## src/hw/rtl/frl_pkg.sv

```systemverilog
// Package for the frame rate credit limiter: codes, widths and constants.
// Used by every RTL module and by the checker; depends on nothing.
package frl_pkg;

    typedef enum logic [1:0] {
        OP_TICK  = 2'd0,
        OP_QUERY = 2'd1,
        OP_SEND  = 2'd2
    } frl_op_t;

    typedef enum logic [1:0] {
        ST_OK       = 2'd0,
        ST_BUSY     = 2'd1,
        ST_FIFO_ERR = 2'd2
    } frl_status_t;

    // Mode decoded from the load level, plus the credit clear of a level write.
    typedef struct packed {
        logic paused;
        logic bypass;
        logic clear_credit;
    } frl_mode_t;

    localparam int MAX_FRAMES_PER_SECOND_DEF = 4300;
    localparam int FIFO_DEPTH_DEF            = 32;

    localparam int LEVEL_W    = 7;
    localparam int SLOTS_W    = 6;
    localparam int CREDIT_W   = 15;
    localparam int FRAMES_W   = 6;

    localparam logic [LEVEL_W-1:0]  LEVEL_FULL       = 7'd100;
    localparam logic [CREDIT_W-1:0] CREDIT_PER_FRAME = 15'd1000;
    localparam logic [CREDIT_W-1:0] CREDIT_CAP       = 15'd32000;
    localparam int                  ROUND_HALF       = 50;

    // credit / 1000 as (credit * 33555) >> 25. The reciprocal is 568/(1000*2^25) too
    // large per unit, which stays below one step for every 15-bit credit.
    localparam int                  CF_SHIFT = 25;
    localparam logic [15:0]         CF_RECIP = 16'd33555;

endpackage

```

## src/hw/rtl/frl_cfg.sv

```systemverilog
// Load level register and per-tick refill amount for the credit limiter.
// Depends on frl_pkg.
module frl_cfg
    import frl_pkg::*;
#(
    parameter int MAX_FRAMES_PER_SECOND = MAX_FRAMES_PER_SECOND_DEF,
    parameter int RW = $clog2(MAX_FRAMES_PER_SECOND + 1)
)
(
    input  logic               clk,
    input  logic               rst_n,
    input  logic               wr_en,
    input  logic [LEVEL_W-1:0] wr_level,
    output frl_mode_t          mode,
    output logic [RW-1:0]      refill
);

    // Rounded product MAX*level + 50, then a divide by 100 by reciprocal.
    localparam int PW = $clog2(MAX_FRAMES_PER_SECOND * 100 + ROUND_HALF + 1);
    localparam int K  = PW + 7;
    localparam logic [63:0] RECIP64 = ((64'd1 << K) + 64'd99) / 64'd100;
    localparam int MW = $clog2(RECIP64 + 64'd1);
    localparam logic [MW-1:0] RECIP = MW'(RECIP64);
    localparam logic [PW-1:0] PROD_RESET =
        PW'(MAX_FRAMES_PER_SECOND * 100 + ROUND_HALF);

    logic [LEVEL_W-1:0] level_reg;
    logic [LEVEL_W-1:0] level_next;
    logic [PW-1:0]      prod_reg;
    logic [PW-1:0]      prod_next;
    logic [RW-1:0]      refill_reg;
    logic [RW-1:0]      refill_next;
    logic               level_ok;
    logic [PW+MW-1:0]   quot_full;

    // Values above 100 are dropped and leave the credit alone.
    assign level_ok   = wr_en && (wr_level <= LEVEL_FULL);
    assign level_next = level_ok ? wr_level : level_reg;
    assign prod_next  = level_ok
                      ? PW'(MAX_FRAMES_PER_SECOND) * PW'(wr_level) + PW'(ROUND_HALF)
                      : prod_reg;

    assign quot_full   = (PW+MW)'(prod_reg) * (PW+MW)'(RECIP);
    assign refill_next = RW'(quot_full >> K);

    always_ff @(posedge clk or negedge rst_n)
    begin
        if (!rst_n)
        begin
            level_reg  <= LEVEL_FULL;
            prod_reg   <= PROD_RESET;
            refill_reg <= '0;
        end
        else
        begin
            level_reg  <= level_next;
            prod_reg   <= prod_next;
            refill_reg <= refill_next;
        end
    end

    assign mode.paused       = (level_reg == '0);
    assign mode.bypass       = (level_reg == LEVEL_FULL);
    assign mode.clear_credit = level_ok;
    assign refill            = refill_reg;

endmodule

```

## src/hw/rtl/frl_pipe.sv

```systemverilog
// Input register, credit update and result register of the credit limiter.
// Depends on frl_pkg.
module frl_pipe
    import frl_pkg::*;
#(
    parameter int FIFO_DEPTH = FIFO_DEPTH_DEF,
    parameter int RW = 13
)
(
    input  logic                clk,
    input  logic                rst_n,
    input  frl_mode_t           mode,
    input  logic [RW-1:0]       refill,
    input  logic                in_valid,
    output logic                in_ready,
    input  logic [1:0]          opcode,
    input  logic [SLOTS_W-1:0]  fifo_free_slots,
    input  logic                fifo_accepts,
    output logic                out_valid,
    input  logic                out_ready,
    output logic [FRAMES_W-1:0] frame_quota,
    output logic [1:0]          send_status,
    output logic                idle
);

    localparam int SW = ((RW > CREDIT_W) ? RW : CREDIT_W) + 1;
    localparam int CW = CREDIT_W + 16;

    logic                in_vld_reg;
    logic                in_vld_next;
    frl_op_t             op_reg;
    logic [SLOTS_W-1:0]  free_reg;
    logic                acc_reg;
    logic                out_vld_reg;
    logic                out_vld_next;
    logic [FRAMES_W-1:0] allowed_reg;
    logic [FRAMES_W-1:0] allowed_next;
    frl_status_t         status_reg;
    frl_status_t         status_next;
    logic [CREDIT_W-1:0] credit_reg;
    logic [CREDIT_W-1:0] credit_next;

    logic                advance;
    logic                fire;
    logic                take;
    logic                throttled;
    logic [SLOTS_W-1:0]  free_sat;
    logic [SW-1:0]       sum;
    logic [CW-1:0]       cf_prod;
    logic [FRAMES_W-1:0] credit_frames;
    logic [CREDIT_W-1:0] step_credit;

    function automatic frl_status_t fifo_status(input logic accepts);
        return accepts ? ST_OK : ST_FIFO_ERR;
    endfunction

    assign advance   = !out_vld_reg || out_ready;
    assign in_ready  = !in_vld_reg || advance;
    assign take      = in_valid && in_ready;
    assign fire      = in_vld_reg && advance;
    assign idle      = !in_vld_reg && !out_vld_reg;
    assign throttled = !mode.paused && !mode.bypass;

    assign free_sat = ({1'b0, free_reg} > 7'(FIFO_DEPTH)) ? SLOTS_W'(FIFO_DEPTH) : free_reg;
    assign sum      = SW'(credit_reg) + SW'(refill);
    assign cf_prod  = CW'(credit_reg) * CW'(CF_RECIP);
    assign credit_frames = FRAMES_W'(cf_prod >> CF_SHIFT);

    always_comb
    begin
        step_credit  = credit_reg;
        allowed_next = '0;
        status_next  = ST_OK;
        case (op_reg)
            OP_TICK:
            begin
                if (!throttled)
                    step_credit = '0;
                else if (sum > SW'(CREDIT_CAP))
                    step_credit = CREDIT_CAP;
                else
                    step_credit = CREDIT_W'(sum);
            end
            OP_QUERY:
            begin
                if (mode.bypass)
                    allowed_next = free_sat;
                else if (!mode.paused)
                    allowed_next = (credit_frames > free_sat) ? free_sat : credit_frames;
            end
            OP_SEND:
            begin
                if (mode.paused)
                    status_next = ST_BUSY;
                else if (mode.bypass)
                    status_next = fifo_status(acc_reg);
                else if (credit_reg < CREDIT_PER_FRAME)
                    status_next = ST_BUSY;
                else
                begin
                    status_next = fifo_status(acc_reg);
                    if (acc_reg)
                        step_credit = credit_reg - CREDIT_PER_FRAME;
                end
            end
            default:
            begin
                step_credit = credit_reg;
            end
        endcase
    end

    // A level write only comes with the pipeline empty, so the clear wins.
    assign credit_next  = mode.clear_credit ? '0 : (fire ? step_credit : credit_reg);
    assign in_vld_next  = in_ready ? in_valid : in_vld_reg;
    assign out_vld_next = advance ? in_vld_reg : out_vld_reg;

    always_ff @(posedge clk or negedge rst_n)
    begin
        if (!rst_n)
        begin
            in_vld_reg  <= 1'b0;
            out_vld_reg <= 1'b0;
            credit_reg  <= '0;
        end
        else
        begin
            in_vld_reg  <= in_vld_next;
            out_vld_reg <= out_vld_next;
            credit_reg  <= credit_next;
        end
    end

    always_ff @(posedge clk)
    begin
        if (take)
        begin
            op_reg   <= frl_op_t'(opcode);
            free_reg <= fifo_free_slots;
            acc_reg  <= fifo_accepts;
        end
        if (fire)
        begin
            allowed_reg <= allowed_next;
            status_reg  <= status_next;
        end
    end

    assign out_valid   = out_vld_reg;
    assign frame_quota = allowed_reg;
    assign send_status = status_reg;

endmodule

```

## src/hw/rtl/frame_rate_credit_limiter.sv

```systemverilog
// A beat passes the input register and then the result register that drives out_valid.
// Throughput: one beat per cycle while out_ready is high; the credit updates once per
// beat. A level write is taken only with the pipeline empty and no input beat offered;
// its refill passes the product register and then the refill register before the first
// following beat reaches the credit logic.
// Reset (asynchronous, active low): level 100, credit 0, both pipeline stages empty.
module frame_rate_credit_limiter
    import frl_pkg::*;
#(
    parameter int MAX_FRAMES_PER_SECOND = MAX_FRAMES_PER_SECOND_DEF,
    parameter int FIFO_DEPTH            = FIFO_DEPTH_DEF
)
(
    input  logic                clk,
    input  logic                rst_n,
    input  logic                cfg_valid,
    output logic                cfg_ready,
    input  logic [LEVEL_W-1:0]  load_level_percent,
    input  logic                in_valid,
    output logic                in_ready,
    input  logic [1:0]          opcode,
    input  logic [SLOTS_W-1:0]  fifo_free_slots,
    input  logic                fifo_accepts,
    output logic                out_valid,
    input  logic                out_ready,
    output logic [FRAMES_W-1:0] frame_quota,
    output logic [1:0]          send_status
);

    localparam int RW = $clog2(MAX_FRAMES_PER_SECOND + 1);

    frl_mode_t     mode;
    logic [RW-1:0] refill;
    logic          idle;

    // An offered input beat holds the write off, so the beat never sees a stale refill.
    assign cfg_ready = idle && !in_valid;

    frl_cfg #(
        .MAX_FRAMES_PER_SECOND (MAX_FRAMES_PER_SECOND),
        .RW                    (RW)
    ) u_cfg (
        .clk      (clk),
        .rst_n    (rst_n),
        .wr_en    (cfg_valid && cfg_ready),
        .wr_level (load_level_percent),
        .mode     (mode),
        .refill   (refill)
    );

    frl_pipe #(
        .FIFO_DEPTH (FIFO_DEPTH),
        .RW         (RW)
    ) u_pipe (
        .clk             (clk),
        .rst_n           (rst_n),
        .mode            (mode),
        .refill          (refill),
        .in_valid        (in_valid),
        .in_ready        (in_ready),
        .opcode          (opcode),
        .fifo_free_slots (fifo_free_slots),
        .fifo_accepts    (fifo_accepts),
        .out_valid       (out_valid),
        .out_ready       (out_ready),
        .frame_quota     (frame_quota),
        .send_status     (send_status),
        .idle            (idle)
    );

endmodule

```

## config.mk

```make
export PLATFORM = sky130hd
export DESIGN_NAME = frame_rate_credit_limiter
export DESIGN_NICKNAME = d
export VERILOG_FILES = /design/src/hw/rtl/frl_pkg.sv /design/src/hw/rtl/frl_cfg.sv /design/src/hw/rtl/frl_pipe.sv /design/src/hw/rtl/frame_rate_credit_limiter.sv
export SDC_FILE = /design/constraint.sdc
export NUM_CORES = 1
export LEC_CHECK = 0
export BUFFER_PORTS_ARGS = -buffer_cell sky130_fd_sc_hd__buf_2
export CAP_MARGIN = 5
export CORE_AREA = 2 2 217 219
export DETAILED_ROUTE_END_ITERATION = 8
export DIE_AREA = 0 0 219 221
export HOLD_SLACK_MARGIN = 0.03
export PLACE_DENSITY = 0.51
export SYNTH_ARGS = -nofsm -noshare
export SYNTH_HDL_FRONTEND = slang
export SYNTH_SLANG_ARGS = --single-unit
export TNS_END_PERCENT = 20
```

## constraint.sdc

```tcl
create_clock -name clk -period 7.7 [get_ports clk]
set_input_delay 0.385 -clock clk [delete_from_list [all_inputs] [get_ports clk]]
set_output_delay 0.385 -clock clk [all_outputs]
set_load 0.05 [all_outputs]
```

==> reports/qor.csv, run 1 <==
metric,value,unit
clk_path_buf_depth,2,
r2r_cells,25,
drtIter0Drc,325,
fp.dieW,219,um
place_hpwl,27.0,mm
core_area,46100,um2
rsz0062_at_grt,false,
syn_to_final_growth,8.88,%
layout_commonest_cell,ha_1,
grt_pass1_vias,10000,
fin_crit_sh,0.923,
max_freq,141,MHz
fill_cells,4877,
firstDrtPassIters,4,
clk_pin_slew,0.06,ns
cts_made_buffers,9,
slew_viol_final,0,
ant_nets,0,
post_drt_wl_per_cell,15.2,um
nets,1943,
routabilityCongestion,0.839,
grt_antenna_before_repair,0,
min_period,7.11,ns
crit_fanout,10,
root_buffer,clkbuf_16,
start_util,0.296,
slowest_delay,0.51,ns
tns,0,ns
dr_total_vias,9650,
tightestPinTransition,0.826,ns
ys_ff_latch,70,
syn_inst,1399,
grt_remaining_overflow,0,
relSlewSlack,0.446,
critPathKind,reg2reg,
post-cts-setup-buffers,0,
drive_gt1_frac,0.0544,
grt_pass1_wl,52.1,mm
synth_async_sr_flop_share,0.757,
clock_sinks,70,
crit_required,7.79,ns
cts_resized,0,
io_buffers,31,
status,"complete, no violations",
drcViolationCount,0,
largest_reg_flops,16,
clock_skew,0.0101,ns
cts_tree,yes,
antennaDiodeCount,0,
r2r-start,u_pipe.credit_reg[13],
slowest_stage,fa_1,
synth_area,13600,um2
regToRegSetupSlack,0.59,ns
track_usage,0.134,
hold_violations,0,
wirelength,31.0,mm
end_kind,flip-flop,
cap_violations,0,
synth_edf_count,17,
die_area,48400,um2
syn_area_per_cell,9.74,um2
final_cell_mix,"ha_1 (338), inv_1 (281), fa_1 (154)",
synth_top_flop_cell,dfrtp_1,
r2r-end,u_pipe.frame_quota[5],
setup_viol,0,
grt_max_degree,54,
clk_latency,0.34,ns
postCtsHoldBufs,0,
yosysWarnings,0,
viasPerCell,4.73,
synth.distinct_cells,74,
boundaryPins,32,
startpoint_type,flip-flop,
htreeDepth,3,
yosysSeqAreaShare,0.136,
crit_arrival,7.20,ns
hp-class,in2async,
fp-row-count,79,
dieHeight,221,um
synth.net_count,1912,
[worst max-delay path: cells and delay by family (launching register included)]
family / cells / cell delay, ns
buffers and inverters: 4 / 0.41
adder cells (fa/ha/maj): 8 / 3.15
AO/OA/AOI/OAI: 12 / 2.73
AND/OR/NAND/NOR: 1 / 0.05
flip-flops: 1 / 0.49
[cell usage after synthesis, types with 17 or more instances]
master | n | share of area
a21oi_1 | 40 | 0.015
a21o_1 | 17 | 0.0094
o21ai_0 | 39 | 0.014
dfrtp_1 | 40 | 0.073
nor2_1 | 46 | 0.013
o21ai_1 | 23 | 0.0084
nor3_1 | 24 | 0.0088
xnor2_1 | 35 | 0.022
edfxtp_1 | 17 | 0.037
inv_1 | 281 | 0.077
fa_1 | 154 | 0.23
xor2_1 | 19 | 0.012
nand3_1 | 26 | 0.0095
nand2_1 | 72 | 0.020
ha_1 | 338 | 0.31
[final cells by class]
class	count	area [um2]	area share
Multi-Input combinational cell	1032	10700	0.719
Sequential cell	70	1850	0.125
Inverter	283	1060	0.0716
Tap cell	607	759	0.0512
Clock buffer	10	229	0.0154
Timing Repair Buffer	34	178	0.0120
Clock inverter	6	87.6	0.00590
[routing by layer]
metal / routed length (um) / vias up / global-route usage
met5: 0 / - / 0
met4: 470 / 0 / 0.0264
li1: - / 4820 / -
met2: 15200 / 96 / 0.230
met1: 14800 / 4707 / 0.183
met3: 491 / 27 / 0.0121
[through the flow]
stage          utilization  hold WS [ns]  setup WS (ns)  instances  area, um2
6_report             0.322         0.181          0.589       2042      14800
5_1_grt              0.322         0.213          0.122       2042      14800
4_1_cts              0.322         0.183          0.392       2042      14800
3_5_place_dp         0.315         0.466          0.448       2026      14500
3_3_place_gp         0.315         0.459          0.528       2026      14500
2_1_floorplan            -        0.0894           1.13       1399      13600
[cells by family after synthesis]
group | after synthesis | synth area share
fa+ha+maj | 492 | 0.537
buf+inv | 297 | 0.0819
simple gates | 257 | 0.0953
compound gates | 226 | 0.113
flops | 70 | 0.136
xor+xnor | 54 | 0.0347
mux | 3 | 0.00239
[how the worst max path moves through the flow]
stage	startpoint	to	slack, ns	cells past startpoint
CTS	u_pipe.credit_reg[13]	u_pipe.frame_quota[5]	0.39	25
global placement	u_pipe.credit_reg[13]	u_pipe.frame_quota[5]	0.53	25
floorplan	u_pipe.credit_reg[14]	u_pipe.frame_quota[0]	1.13	26
global route	u_pipe.credit_reg[13]	u_pipe.frame_quota[2]	0.12	25
finish	u_pipe.credit_reg[13]	u_pipe.frame_quota[5]	0.59	25
detailed placement	u_pipe.credit_reg[13]	u_pipe.frame_quota[5]	0.45	25
Power of run 1 is left out: the tool's default activity adds up to more than one toggle a clock period on the data nets, which glitch-free logic cannot reach.
==> inputs of run 2 (changes only) <==
- PLACE_DENSITY: 0.51 -> unset
- PLACE_DENSITY_LB_ADDON: unset -> 0.15
==> reports/qor.csv, run 2 (synthesis gave the netlist of run 1 again) <==
metric,value,unit
core_area,46100,um2
viasPerCell,4.67,
root_buffer,clkbuf_16,
nets,1945,
clk_path_buf_depth,2,
stdcell_area,14800,um2
postCtsHoldBufs,0,
grt_pass1_wl,55.3,mm
dieHeight,221,um
antennaDiodeCount,0,
die_area,48400,um2
clk_pin_slew,0.07,ns
fp.dieW,219,um
final_cell_mix,"ha_1 (338), inv_1 (281), fa_1 (154)",
post_drt_wl_per_cell,16.3,um
layout_commonest_cell,ha_1,
largest_reg_flops,16,
cts_made_buffers,9,
setup_slack,0.496,ns
post-cts-setup-buffers,0,
regToRegSetupSlack,0.50,ns
slowest_stage,nor3_1,
io_buffers,31,
rsz0062_at_grt,false,
crit_path_start,u_pipe.credit_reg[13],
firstDrtPassIters,4,
tns,0,ns
ant_nets,0,
htreeDepth,3,
clk_latency,0.36,ns
status,"complete, no violations",
fp-row-count,79,
dr_total_vias,9555,
end_kind,flip-flop,
crit_arrival,7.44,ns
grt_antenna_before_repair,0,
routabilityCongestion,0.815,
syn_to_final_growth,8.91,%
setup_viol,0,
r2r-end,u_pipe.frame_quota[5],
crit_required,7.93,ns
clock_skew,0.0132,ns
tightestPinTransition,0.899,ns
path_depth,25,
r2r-start,u_pipe.credit_reg[13],
slew_viol_final,0,
cap_violations,0,
slowest_delay,0.56,ns
cts_resized,0,
max_freq,139,MHz
drcViolationCount,0,
relSlewSlack,0.395,
postPlaceCellArea,14500,um2
start_util,0.296,
endpoint,u_pipe.frame_quota[5],
grt_remaining_overflow,0,
min_period,7.20,ns
r2r_cells,25,
wirelength,33.3,mm
place_hpwl,29.1,mm
clock_sinks,70,
track_usage,0.145,
fin_crit_sh,0.936,
hp-class,in2async,
crit_fanout,8,
grt_pass1_vias,10300,
cts_tree,yes,
drive_gt1_frac,0.0550,
final_util,0.322,
cp_top_family,adder cells,
critPathKind,reg2reg,
fill_cells,4810,
boundaryPins,32,
drtIter0Drc,362,
post-place-ws,0.527,ns
hold_violations,0,
grt_max_degree,54,
startpoint_type,flip-flop,
critPathBufInv,4,
run 2: area by class of cell:
type,instances,area (um2),area share
clock buffer,9,225,0.0152
clock inverter,7,86.3,0.00582
inverter,283,1060,0.0716
multi-input combinational,1032,10700,0.718
sequential,70,1850,0.125
tap,607,759,0.0512
timing repair buffer,36,193,0.0130
run 2: how the worst min path moves through the flow:
stage                        from  slack (ns)                   end  cells after the start
4_1_cts        fifo_free_slots[1]        0.18    u_pipe.free_reg[1]                      1
5_1_grt        fifo_free_slots[1]        0.18    u_pipe.free_reg[1]                      1
3_3_place_gp   u_cfg.level_reg[1]        0.46    u_cfg.level_reg[1]                      2
3_5_place_dp   u_cfg.level_reg[4]        0.46    u_cfg.level_reg[4]                      2
2_1_floorplan               rst_n        0.09    u_cfg.level_reg[0]                      0
6_report                    rst_n        0.16  u_pipe.credit_reg[2]                      2
run 2: per-stage QoR:
| step | std cells | hold slack, ns |
|---|---|---|
| floorplan | 1399 | 0.0894 |
| global placement | 2028 | 0.463 |
| detailed placement | 2028 | 0.463 |
| CTS | 2044 | 0.183 |
| global route | 2044 | 0.184 |
| finish | 2044 | 0.159 |
run 2: worst register-to-register path: cells and delay by family (launching register included):
family / cells / cell delay [ns]
adder cells (fa/ha/maj): 8 / 3.03
AND/OR/NAND/NOR: 3 / 0.87
flip-flops: 1 / 0.37
buffers and inverters: 4 / 0.43
AO/OA/AOI/OAI: 10 / 2.38
run 2: metal layers:
layer,part of all wire,wire length [um],up-vias,GRT usage
met5,0,0,-,0
met4,0.0093,311,0,0.0218
met3,0.011,370,22,0.0143
met2,0.49,16400,53,0.252
met1,0.49,16200,4645,0.198
li1,-,-,4835,-
Power of run 2 is left out for the same reason.
==> inputs of run 3 (changes only) <==
- CAP_MARGIN: 5 -> 10
- CELL_PAD_IN_SITES_DETAIL_PLACEMENT: unset -> 1
- CELL_PAD_IN_SITES_GLOBAL_PLACEMENT: unset -> 1
==> reports/qor.csv, run 3 (synthesis gave the netlist of run 1 again) <==
metric,value,unit
boundaryPins,32,
startpoint_type,flip-flop,
met3_length,793,um
rsz0062_at_grt,false,
syn_to_final_growth,9.00,%
r2r-start,u_pipe.credit_reg[13],
crit_arrival,7.17,ns
r2r-end,u_pipe.frame_quota[5],
tightestPinTransition,1.01,ns
crit_required,7.80,ns
hp-class,in2async,
post_layout_nonfiller_instances,2045,
core_area,46100,um2
final_cell_mix,"ha_1 (338), inv_1 (281), fa_1 (154)",
htreeDepth,3,
dr_total_vias,9821,
io_buffers,31,
viasPerCell,4.80,
clk_latency,0.36,ns
clk_path_buf_depth,2,
start_util,0.296,
max_freq,142,MHz
min_period,7.06,ns
clock_sinks,70,
grt_remaining_overflow,0,
routabilityCongestion,0.820,
critPathKind,reg2reg,
nets,1946,
grt_antenna_before_repair,0,
cts_tree,yes,
slew_viol_final,0,
clock_skew,0.0167,ns
hold_violations,0,
end_kind,flip-flop,
antennaDiodeCount,0,
fp.dieW,219,um
largest_reg_flops,16,
status,"complete, no violations",
drtIter0Drc,253,
grt_pass1_wl,60.0,mm
crit_fanout,8,
grt_max_degree,54,
cts_made_buffers,9,
grt_pass1_vias,10900,
firstDrtPassIters,4,
post_drt_wl_per_cell,17.7,um
track_usage,0.158,
setup_viol,0,
die_area,48400,um2
cap_violations,0,
highest_layer,met4,
tns,0,ns
clk_pin_slew,0.07,ns
ant_nets,0,
drive_gt1_frac,0.0556,
place_hpwl,31.6,mm
regToRegSetupSlack,0.64,ns
dp.cells,2029,
relSlewSlack,0.322,
layout_commonest_cell,ha_1,
root_buffer,clkbuf_16,
wl_met2,16.9,mm
postCtsHoldBufs,0,
wirelength,36.2,mm
fp-row-count,79,
fin_crit_sh,0.917,
drcViolationCount,0,
r2r_cells,26,
wl_met1,18.3,mm
dieHeight,221,um
## run 3: cell count changes in the layout (fill, tap and decap cells not counted)
cell,before,now
a21oi_2,1,0
a2bb2oi_2,0,1
inv_8,2,3
buf_4,5,6
inv_6,2,1
a21oi_1,39,40
a2bb2oi_1,1,0
## run 3: worst max-delay path: stages (launching register included)
cell,delay (ns)
dfrtp_1,0.38
inv_1,0.21
ha_1,0.32
fa_1,0.52
inv_1,0.05
fa_1,0.50
inv_1,0.06
fa_1,0.44
fa_1,0.47
ha_1,0.31
ha_1,0.32
a21o_1,0.18
a21o_1,0.19
o21bai_1,0.15
a311oi_1,0.29
o211ai_1,0.27
a311oi_2,0.48
a2bb2oi_2,0.27
and2_1,0.18
ha_1,0.24
nand4_1,0.09
o22ai_1,0.07
a21oi_1,0.21
nor3_1,0.08
buf_4,0.17
inv_1,0.05
a2bb2o_1,0.28
## run 3: final cells by class
cell class | count | area (um2)
clock buffer | 9 | 225
fill | 5371 | 31200
multi-input combinational | 1032 | 10700
tap | 607 | 759
sequential | 70 | 1850
inverter | 283 | 1060
clock inverter | 7 | 88.8
timing repair buffer | 37 | 200
## run 3: how the worst max path moves through the flow
stage	start	end	depth (start not counted)
floorplan	u_pipe.credit_reg[14]	u_pipe.frame_quota[0]	26
global placement	u_pipe.credit_reg[13]	u_pipe.frame_quota[0]	26
detailed placement	u_pipe.credit_reg[13]	u_pipe.frame_quota[5]	26
CTS	u_pipe.credit_reg[13]	u_pipe.frame_quota[5]	26
global route	u_pipe.credit_reg[13]	u_pipe.frame_quota[2]	25
finish	u_pipe.credit_reg[13]	u_pipe.frame_quota[5]	26
## run 3: metal layers
layer | GRT usage | up-vias
met3 | 0.0206 | 13
met1 | 0.225 | 4927
met4 | 0.0174 | 0
met2 | 0.261 | 64
li1 | - | 4817
met5 | 0 | -
## run 3: what timing repair did
| item | in CTS | in global routing |
|---|---|---|
| setup buffers | 0 | 0 |
| resized for setup | 0 | 1 |
| setup endpoints to repair | 0 | 5 |
## run 3: through the flow
step / cell area, um2 / hold slack, ns / setup slack, ns / util
global route: 14900 / 0.186 / 0.109 / 0.322
detailed placement: 14500 / 0.481 / 0.489 / 0.316
floorplan: 13600 / 0.0894 / 1.13 / -
CTS: 14800 / 0.184 / 0.449 / 0.322
global placement: 14500 / 0.463 / 0.681 / 0.316
finish: 14900 / 0.190 / 0.636 / 0.322
Power of run 3 is left out for the same reason.
